File: config.mk
export PLATFORM = sky130hd
export DESIGN_NAME = hse_front
export DESIGN_NICKNAME = d
export VERILOG_FILES = /design/src/hdl/hmac_sha256_engine_defines.svh /design/src/hdl/hse_pkg.sv /design/src/hdl/hse_front.sv
export SDC_FILE = /design/constraint.sdc
export NUM_CORES = 1
export LEC_CHECK = 0
export ABC_AREA = 1
export BUFFER_PORTS_ARGS = -buffer_cell sky130_fd_sc_hd__buf_4
export CORE_MARGIN = 4
export CORE_UTILIZATION = 50
export CTS_BUF_LIST = sky130_fd_sc_hd__clkbuf_8
export DETAILED_ROUTE_END_ITERATION = 16
export GPL_TIMING_DRIVEN = 0
export PLACE_DENSITY_LB_ADDON = 0.1
export SLEW_MARGIN = 30
export SYNTH_ARGS = -nofsm -noshare
export SYNTH_HDL_FRONTEND = slang
export SYNTH_SLANG_ARGS = --single-unit
File: constraint.sdc
create_clock -name clk -period 6.77 [get_ports clk]
set_input_delay 0.677 -clock clk [delete_from_list [all_inputs] [get_ports clk]]
set_output_delay 0.677 -clock clk [all_outputs]
set_load 0.01 [all_outputs]
File: src/hdl/hmac_sha256_engine_defines.svh
// Assertion macros for the HMAC-SHA256 engine RTL.
// Depends on nothing; users must have clk and rst_n in scope.
`ifndef HMAC_SHA256_ENGINE_DEFINES_SVH
`define HMAC_SHA256_ENGINE_DEFINES_SVH

// Same-cycle implication, disabled during reset
`define HSE_ASSERT_IMP(name, ante, cons, msg) \
    name: assert property (@(posedge clk) disable iff (!rst_n) (ante) |-> (cons)) \
        else $error(msg);

// Next-cycle implication, disabled during reset
`define HSE_ASSERT_NXT(name, ante, cons, msg) \
    name: assert property (@(posedge clk) disable iff (!rst_n) (ante) |=> (cons)) \
        else $error(msg);

`endif

File: src/hdl/hse_pkg.sv
// Shared types and constants for the HMAC-SHA256 engine.
// No dependencies.
package hse_pkg;

    localparam int QUEUE_DEPTH = 4;
    localparam int QADDR_W     = $clog2(QUEUE_DEPTH);

    // SHA-256 initial hash value, H0 in the top bits
    localparam logic [255:0] SHA_IV = {
        32'h6a09e667, 32'hbb67ae85, 32'h3c6ef372, 32'ha54ff53a,
        32'h510e527f, 32'h9b05688c, 32'h1f83d9ab, 32'h5be0cd19
    };

    // Request codes
    localparam logic FUNC_KEY = 1'b0;
    localparam logic FUNC_MSG = 1'b1;

    // One classified request
    typedef struct packed {
        logic        func;
        logic [63:0] chunk;
        logic [3:0]  count;
        logic        last;
    } hse_item_t;

    typedef enum logic [1:0] {
        PH_IDLE,
        PH_KEY,
        PH_MSG
    } hse_phase_t;

    typedef enum logic [3:0] {
        ST_IDLE,
        ST_INSERT,
        ST_FIN,
        ST_ZERO,
        ST_LEN,
        ST_CMP_GO,
        ST_CMP_WAIT,
        ST_DONEH,
        ST_KEYEND,
        ST_OUTER2,
        ST_OUT
    } hse_state_t;

    // SHA-256 round constants
    function automatic logic [31:0] round_k(input logic [5:0] i);
        logic [31:0] k;
        case (i)
            6'd0:  k = 32'h428a2f98;  6'd1:  k = 32'h71374491;
            6'd2:  k = 32'hb5c0fbcf;  6'd3:  k = 32'he9b5dba5;
            6'd4:  k = 32'h3956c25b;  6'd5:  k = 32'h59f111f1;
            6'd6:  k = 32'h923f82a4;  6'd7:  k = 32'hab1c5ed5;
            6'd8:  k = 32'hd807aa98;  6'd9:  k = 32'h12835b01;
            6'd10: k = 32'h243185be;  6'd11: k = 32'h550c7dc3;
            6'd12: k = 32'h72be5d74;  6'd13: k = 32'h80deb1fe;
            6'd14: k = 32'h9bdc06a7;  6'd15: k = 32'hc19bf174;
            6'd16: k = 32'he49b69c1;  6'd17: k = 32'hefbe4786;
            6'd18: k = 32'h0fc19dc6;  6'd19: k = 32'h240ca1cc;
            6'd20: k = 32'h2de92c6f;  6'd21: k = 32'h4a7484aa;
            6'd22: k = 32'h5cb0a9dc;  6'd23: k = 32'h76f988da;
            6'd24: k = 32'h983e5152;  6'd25: k = 32'ha831c66d;
            6'd26: k = 32'hb00327c8;  6'd27: k = 32'hbf597fc7;
            6'd28: k = 32'hc6e00bf3;  6'd29: k = 32'hd5a79147;
            6'd30: k = 32'h06ca6351;  6'd31: k = 32'h14292967;
            6'd32: k = 32'h27b70a85;  6'd33: k = 32'h2e1b2138;
            6'd34: k = 32'h4d2c6dfc;  6'd35: k = 32'h53380d13;
            6'd36: k = 32'h650a7354;  6'd37: k = 32'h766a0abb;
            6'd38: k = 32'h81c2c92e;  6'd39: k = 32'h92722c85;
            6'd40: k = 32'ha2bfe8a1;  6'd41: k = 32'ha81a664b;
            6'd42: k = 32'hc24b8b70;  6'd43: k = 32'hc76c51a3;
            6'd44: k = 32'hd192e819;  6'd45: k = 32'hd6990624;
            6'd46: k = 32'hf40e3585;  6'd47: k = 32'h106aa070;
            6'd48: k = 32'h19a4c116;  6'd49: k = 32'h1e376c08;
            6'd50: k = 32'h2748774c;  6'd51: k = 32'h34b0bcb5;
            6'd52: k = 32'h391c0cb3;  6'd53: k = 32'h4ed8aa4a;
            6'd54: k = 32'h5b9cca4f;  6'd55: k = 32'h682e6ff3;
            6'd56: k = 32'h748f82ee;  6'd57: k = 32'h78a5636f;
            6'd58: k = 32'h84c87814;  6'd59: k = 32'h8cc70208;
            6'd60: k = 32'h90befffa;  6'd61: k = 32'ha4506ceb;
            6'd62: k = 32'hbef9a3f7;  6'd63: k = 32'hc67178f2;
            default: k = 32'h0;
        endcase
        return k;
    endfunction

endpackage

File: src/hdl/hse_front.sv
// Front end: accepts requests, clamps the byte count and queues them.
// Depends on hse_pkg.
module hse_front (
    input  logic              clk,
    input  logic              rst_n,
    input  logic              in_valid,
    output logic              in_ready,
    input  logic              in_func,
    input  logic [63:0]       in_chunk,
    input  logic [3:0]        in_count,
    input  logic              in_last,
    output hse_pkg::hse_item_t item,
    output logic              item_valid,
    input  logic              item_pop
);
    import hse_pkg::*;

    hse_item_t          q_mem [QUEUE_DEPTH];
    logic [QADDR_W:0]   wr_ptr_reg, wr_ptr_next;
    logic [QADDR_W:0]   rd_ptr_reg, rd_ptr_next;
    logic               empty, full, push;
    hse_item_t          wr_item;

    // Pointer compare with wrap bit
    assign empty = (wr_ptr_reg == rd_ptr_reg);
    assign full  = (wr_ptr_reg[QADDR_W] != rd_ptr_reg[QADDR_W]) &&
                   (wr_ptr_reg[QADDR_W-1:0] == rd_ptr_reg[QADDR_W-1:0]);
    assign in_ready   = !full;
    assign push       = in_valid && !full;
    assign item_valid = !empty;
    assign item       = q_mem[rd_ptr_reg[QADDR_W-1:0]];

    // Classify: counts above eight mean eight
    always_comb
    begin
        wr_item.func  = in_func;
        wr_item.chunk = in_chunk;
        wr_item.count = (in_count > 4'd8) ? 4'd8 : in_count;
        wr_item.last  = in_last;
    end

    assign wr_ptr_next = push ? wr_ptr_reg + 1'b1 : wr_ptr_reg;
    assign rd_ptr_next = (item_pop && !empty) ? rd_ptr_reg + 1'b1 : rd_ptr_reg;

    always_ff @(posedge clk)
    begin
        if (push)
        begin
            q_mem[wr_ptr_reg[QADDR_W-1:0]] <= wr_item;
        end
    end

    always_ff @(posedge clk or negedge rst_n)
    begin
        if (!rst_n)
        begin
            wr_ptr_reg <= '0;
            rd_ptr_reg <= '0;
        end
        else
        begin
            wr_ptr_reg <= wr_ptr_next;
            rd_ptr_reg <= rd_ptr_next;
        end
    end

endmodule

==> results by group, run 1 <==
Global route
  • First-pass GRT wire length: 38,300 um
  • Grt ovf: 0
  • GR Util met3: just under 5%
  • GR Layer Usage met2: 34.8%
  • Gr usage total: 20.6%
  • M1 GR Usage: 27.0%
  • Largest net degree at the start of global routing: 57
  • Number of global-route vias before repair: 7,125
  • Antenna violations before repair: 0
  • GRT busiest layer: met2

Timing
  • Period utilization: 44.7%
  • Max Freq: 331 MHz
  • Worst setup margin: about 3.7 ns
  • Final TNS setup: 0 ns
  • Fin. Hold Viols: 0
  • Final setup violation count: 0
  • Min Tclk post-route: 3.02 ns
  • Relative slew slack: ~62%
  • Setup Skew: 0.0179 ns
  • Worst hold slack: 0.334 ns
  • RSZ-0062 raised after global routing: no
  • Max Slew Vio Count: 0
  • Slew @ Worst Pin: approximately 0.57 ns

Detailed routing
  • Vias per inst: ~5.4
  • Final wirelength: 25,400 um
  • WL per Instance: 20.1 um
  • DRC: 0
  • DRT iter0 DRCs: 438
  • Via count: 6,878
  • First-pass iteration count of the detailed router: 4
  • Post-route ant nets: 0

Outcome
  • Outcome: finished clean

Floorplan
  • Core area: 21,200 um^2
  • Std cell rows: 53
  • Boundary Pins: 146
  • Chip Width: about 160 um
  • Die Area: about 24,000 um^2
  • Die Ht: 155 um
  • Initial Util: 51.3%

Synth
  • Yosys top cell by area: edfxtp_1
  • Distinct cells, synth: 21
  • Number of synthesized flops with an enable pin: 280
  • Flops & latches, synth: 286
  • Ys async rst share: 2.10%
  • Sequential area share after synthesis: 78.9%
  • Mapped Cells: 746
  • Syn nets: 825
  • Top cells by area, synth: edfxtp_1, o21ai_0, nor2_1
  • Synth top cells by count: edfxtp_1, nor2_1, o21ai_0
  • Synth top area share: 77.5%
  • Mapped Area: approximately 11,000 um^2
  • Top-count cell post-synth: edfxtp_1
  • Syn Area/Cell: 14.5 um^2
  • Ys Warns: 0
  • Post-synth top flop: edfxtp_1

Placed design
  • RD Place Congestion: around 0.76
  • Detailed Place HPWL: roughly 16,000 um
  • Worst slack at placement: 4.23 ns
  • Port Buffers: roughly 150
  • Placed inst area: 12,700 um^2

Clock network
  • Longest Clk Path Bufs: 3
  • Post-cts sizing count: 0
  • Root Buffer: clkbuf_8
  • Num CTS Buffers: 45
  • Clock sink count: around 290
  • Worst-path clk slew: 0.06 ns
  • Worst-Skew Late Latency: between 0.5 and 0.6 ns
  • CTS tree: yes
  • Number of H-tree levels: 2

Power and ir drop
  • Cell-internal power: 4.04 mW
  • Sequential Power Share: around 39%
  • Net Sw Frac: 35.3%
  • Lkg Pwr: 4.88 nW
  • Comb power frac: approximately two fifths
  • Pwr/cell area: 461 nW/um^2
  • Net Sw Power: 2.20 mW
  • Clock Power Share: 21.8%
  • Max IR drop VDD: 272 uV

Worst setup path
  • Critical path's slowest cell: clkbuf_1
  • Critical Path Source Type: register
  • Critical Path AT: 2.35 ns
  • Crit path max-delay family: buffers and inverters
  • WP buf/inv: 4
  • CP Max Fanout: 10
  • Required @ worst endpoint: 6.09 ns
  • CP endpoint kind: primary output
  • Max incr delay on CP: roughly 0.47 ns
  • WS Path Type: reg2out
  • CP cell instances: buf_4, inv_4, clkbuf_1, o21ai_0, o22ai_1, buf_4
  • Most used cell, CP: buf_4

Finish
  • Number of flip-flops in the largest register: 280
  • Fillers: roughly 1,500
  • ANT cells: 0
  • # nets final: 1,031
  • Area added between synthesis and finish: 24.8%
  • Layout cells sized above 1: between 20% and 30%
  • Post-Layout Inst Area: 13,500 um^2

Job
  • Max Cap Viol: 0

Worst hold path
  • Hold Path Class: in2reg
## worst register-to-register path, stage by stage (launching register included)
cell and delay (ns):
dfrtp_1 0.35, buf_4 0.23, inv_4 0.11, nand2_1 0.10, nand2_2 0.09, nand3_4 0.11
nand2_2 0.15, nor2_4 0.48, buf_16 0.24, buf_16 0.18, buf_16 0.18
## logic make-up (layout without fill, tap and decap cells)
| kind of cell | after synthesis | in the layout | synth area share (%) |
|---|---|---|---|
| xor gates and xnor gates | 1 | 1 | 0.0807 |
| and+or+nand+nor | 183 | 183 | 6.84 |
| AOI/OAI and AO/OA | 211 | 211 | 10.6 |
| DFF | 286 | 286 | 78.9 |
| adders and majority gates | 5 | 5 | 0.577 |
| buffers and inverters | 60 | 303 | 3.08 |
## stage by stage
step	total power [mW]	util, %	std cells
floorplan	3.72	-	746
global placement	4.77	58.1	1166
detailed placement	4.94	59.9	1179
CTS	6.30	64.0	1264
global route	6.59	64.0	1264
finish	6.23	64.0	1264
## layout by cell type, fill, tap and decap left out
cell type	n
o21ai_0	137
xor2_1	1
clkbuf_1	25
clkinv_1	11
nand3_4	2
nand2_1	25
a21boi_0	1
clkinv_2	6
nand2_4	2
buf_16	13
buf_4	146
inv_1	26
nor2_1	143
bufinv_16	2
ha_1	5
clkinvlp_4	1
o21ai_1	3
inv_6	1
nand2_2	2
nor2_4	3
buf_6	12
clkbuf_8	48
nand3_1	6
dlygate4sd3_1	1
inv_4	2
edfxtp_1	280
buf_2	8
buf_1	1
dfrtp_1	6
o22ai_1	70
## per-layer routing
layer / vias to the layer above / wire length (um)
met5: - / 0
met4: 0 / 413
met3: 40 / 1900
met2: 243 / 12800
met1: 3380 / 10300
li1: 3215 / -
## final cells by class
| cell class | count | area [um^2] | share of cell area [%] |
|---|---|---|---|
| well taps | 275 | 344 | 2.54 |
| multi-input cells | 400 | 1980 | 14.6 |
| repair buffers | 159 | 1460 | 10.8 |
| clock inverters | 36 | 199 | 1.47 |
| inverters | 13 | 58.8 | 0.434 |
| flip-flops and latches | 286 | 8560 | 63.2 |
| clock buffers | 48 | 661 | 4.88 |
| plain buffers | 47 | 280 | 2.07 |
## path summary, 6_finish.rpt
path	startpoint	end	slack, ns	depth (start not counted)
max in group asynchronous	rst_n	wr_ptr_reg[0]	6.14	2
setup reg to reg	rd_ptr_reg[1]	q_mem[2][24]	4.24	10
hold reg to reg	wr_ptr_reg[2]	wr_ptr_reg[2]	0.56	2
min in group asynchronous	rst_n	wr_ptr_reg[2]	0.50	2
hold / removal	in_chunk[48]	q_mem[0][53]	0.33	1
setup / recovery	rd_ptr_reg[1]	item[50]	3.75	6
## power groups by stage
stage                     combinational [mW]  clock (mW)  sequential, mW
after floorplan                         1.24           0            2.48
after global placement                  2.24           0            2.52
after detailed placement                2.47           0            2.46
after CTS                               2.48        1.39            2.43
after global routing                    2.67        1.47            2.45
final                                   2.45        1.36            2.43
## timing repair
action | CTS | global route
endpoints found under the hold margin | 6 | 0
setup buffers | 0 | 0
hold buffers | 1 | 0
Power figures use the tool's default switching activity.
==> run 2: changes to the inputs <==
- ABC_AREA: 1 -> 0
- clock period: 6.77 -> 3 ns (I/O delays scaled with it)
==> results by group, run 2 <==
Finish
  • Final core area utilization: 66.2% (+2.2 points)
  • ANT cells: 0 (unchanged)
  • Fillers: 1,395 (-9.5%)
  • Most frequent cells in the layout: edfxtp_1, buf_4, mux4_2
  • # nets final: 759 (-26%)
  • Post-Layout Inst Area: 13,600 um^2 (+0.26%)
  • Layout cells sized above 1: 41.6% (+16 points)
  • Number of flip-flops in the largest register: 280 (unchanged)
  • Most common cell after layout, fill and taps aside: edfxtp_1
  • Area added between synthesis and finish: 28.3%
  • Non-Filler Instances: 982 (-22%)

Floorplan
  • Die Area: 23,500 um^2 (-2.4%)
  • Boundary Pins: 146 (unchanged)
  • Die Ht: 153 um (-1.2%)
  • Chip Width: 153 um (-1.2%)
  • Std cell rows: 52 (-1.9%)
  • Core area: 20,500 um^2 (-3.1%)
  • Initial Util: 51.6% (+0.31 points)

Timing
  • RSZ-0062 raised after global routing: no
  • Min Tclk post-route: 2.52 ns
  • Worst setup margin: 0.478 ns (-3.27 ns)
  • Relative slew slack: 58.8% (-3.3 points)
  • Setup Skew: 0.0258 ns (+0.00795 ns)
  • Fin. Hold Viols: 0 (unchanged)
  • Worst hold slack: 0.0713 ns (-0.262 ns)
  • Max Slew Vio Count: 0 (unchanged)
  • Period utilization: 84.1%
  • Max Freq: 396 MHz
  • Slew @ Worst Pin: 0.617 ns (+0.0470 ns)
  • Final setup violation count: 0 (unchanged)
  • Final TNS setup: 0 ns (unchanged)

Detailed routing
  • Via count: 5,162 (-25%)
  • WL per Instance: 19.8 um (-1.8%)
  • Vias per inst: 5.26 (-3.4%)
  • Post-route ant nets: 0 (unchanged)
  • DRT iter0 DRCs: 333 (-24%)
  • DRC: 0 (unchanged)
  • Final wirelength: 19,400 um (-24%)
  • First-pass iteration count of the detailed router: 4 (unchanged)

Worst setup path
  • CP cell instances: xor2_1, or3_4, and3_4, buf_12
  • Max incr delay on CP: 0.59 ns (+0.12 ns)
  • WS Path Type: reg2reg
  • Required @ worst endpoint: 3.20 ns (-2.89 ns)
  • CP Max Fanout: 36 (+26)
  • Critical Path Source Type: register
  • Critical Path AT: 2.73 ns (+0.38 ns)
  • CP endpoint kind: register
  • WP buf/inv: 1 (-3)
  • Crit path max-delay family: simple AND/OR/NAND/NOR gates
  • Critical path's slowest cell: and3_4

Clock network
  • Post-CTS setup repair buffer count: 0 (unchanged)
  • Number of H-tree levels: 2 (unchanged)
  • Worst-Skew Late Latency: 0.54 ns (about the same)
  • Worst-path clk slew: 0.06 ns (about the same)
  • Clock sink count: 286 (unchanged)
  • Root Buffer: clkbuf_8
  • CTS tree: yes
  • Longest Clk Path Bufs: 3 (unchanged)
  • Num CTS Buffers: 45 (unchanged)

Power and ir drop
  • Lkg Pwr: 4.77 nW (-2.4%)
  • Pwr/cell area: 923 nW/um^2 (+100%)
  • Max IR drop VDD: 555 uV (+100%)
  • Tot Pwr: 12.5 mW (+100%)

Placed design
  • Worst slack at placement: 0.526 ns (-3.70 ns)
  • Port Buffers: 145 (unchanged)
  • RD Place Congestion: 0.732 (-3.5%)
  • Detailed Place HPWL: 11,400 um (-29%)
  • Placed inst area: 12,100 um^2 (-4.3%)
  • Cells after DPL: 836 (-29%)

Synth
  • Syn Area/Cell: 25.4 um^2 (+74%)
  • Syn nets: 496 (-40%)
  • Post-synth top flop: edfxtp_1
  • Distinct cells, synth: 24 (+14%)
  • Sequential area share after synthesis: 80.9% (+2.0 points)
  • Top-count cell post-synth: edfxtp_1
  • Synth top cells by count: edfxtp_1, mux4_2, buf_2
  • Yosys top cell by area: edfxtp_1
  • Number of synthesized flops with an enable pin: 280 (unchanged)
  • Flops & latches, synth: 286 (unchanged)
  • Mapped Cells: 417 (-44%)
  • Synth top area share: 79.5% (+2.0 points)
  • Ys async rst share: 2.10% (unchanged)
  • Ys Warns: 0 (unchanged)
  • Top cells by area, synth: edfxtp_1, mux4_2, dfrtp_1
  • Mapped Area: 10,600 um^2 (-2.5%)

Job
  • Max Cap Viol: 0 (unchanged)

Global route
  • Number of global-route vias before repair: 5,799 (-19%)
  • Largest net degree at the start of global routing: 40 (-30%)
  • Grt ovf: 0 (unchanged)
  • Gr usage total: 16.9% (-3.8 points)
  • Antenna violations before repair: 0 (unchanged)
  • First-pass GRT wire length: 31,200 um (-19%)

Outcome
  • Outcome: finished clean

Worst hold path
  • Hold Path Class: in2reg
## run 2: cell types whose count changed in the layout (fill, tap and decap cells not counted), moves of 11 or more
| cell | before | now |
|---|---|---|
| buf_16 | 13 | 2 |
| buf_6 | 12 | 0 |
| clkbuf_1 | 25 | 1 |
| dlygate4sd3_1 | 1 | 67 |
| mux4_2 | 0 | 70 |
| nand2_1 | 25 | 2 |
| nor2_1 | 143 | 0 |
| o21ai_0 | 137 | 0 |
| o22ai_1 | 70 | 0 |
## run 2: per-layer routing
| layer | GRT usage (%) | part of all wire, % | vias up |
|---|---|---|---|
| li1 | - | - | 2318 |
| met1 | 21.1 | 40 | 2625 |
| met5 | 0 | 0 | - |
| met3 | 4.44 | 7.0 | 39 |
| met4 | 5.38 | 2.1 | 0 |
| met2 | 29.0 | 51 | 180 |
## run 2: final timing paths
kind,from,endpoint,slack (ns),cells after the start
worst max-delay path,wr_ptr_reg[1],q_mem[1][30],0.48,4
worst min-delay path,item_pop,rd_ptr_reg[0],0.07,3
worst max register to register,wr_ptr_reg[1],q_mem[1][30],0.48,4
worst min register to register,wr_ptr_reg[2],wr_ptr_reg[2],0.56,1
max in group asynchronous,rst_n,wr_ptr_reg[2],2.77,2
min in group asynchronous,rst_n,rd_ptr_reg[1],0.11,2
## run 2: power breakdown
part / total [mW] / internal [mW] / switching (mW) / leakage [nW]
combinational: 4.20 / 2.11 / 2.09 / 1.66
sequential: 5.51 / 5.32 / 0.195 / 2.64
clock: 2.81 / 1.44 / 1.37 / 0.463
total: 12.5 / 8.87 / 3.65 / 4.77
## run 2: area by class of cell
| cell class | instances | area, um^2 | share of cell area [%] |
|---|---|---|---|
| sequential | 286 | 8560 | 63.0 |
| clock buffer | 47 | 647 | 4.77 |
| timing repair buffer | 216 | 1850 | 13.7 |
| clock inverter | 32 | 133 | 0.977 |
| tap | 270 | 338 | 2.49 |
| multi-input combinational | 110 | 1920 | 14.1 |
| inverter | 4 | 15.0 | 0.111 |
| buffer | 17 | 111 | 0.820 |
## run 2: cells by family after synthesis
logic type	synth area share, %
compound gates	0.804
buf+inv	1.19
flops	80.9
xor+xnor	0.733
mux	14.9
fa+ha+maj	0.591
simple gates	0.864
## run 2: worst register-to-register path: stages, from the launching register on
cell and delay (ns):
dfrtp_1 0.45, xor2_1 0.54, or3_4 0.26, and3_4 0.59, buf_12 0.31
## run 2: repair_timing
item                       4_1_cts  5_1_grt
hold buffers                    67        0
gates resized for setup          0        0
hold endpoints to repair       270        0
setup endpoints to repair        0        0
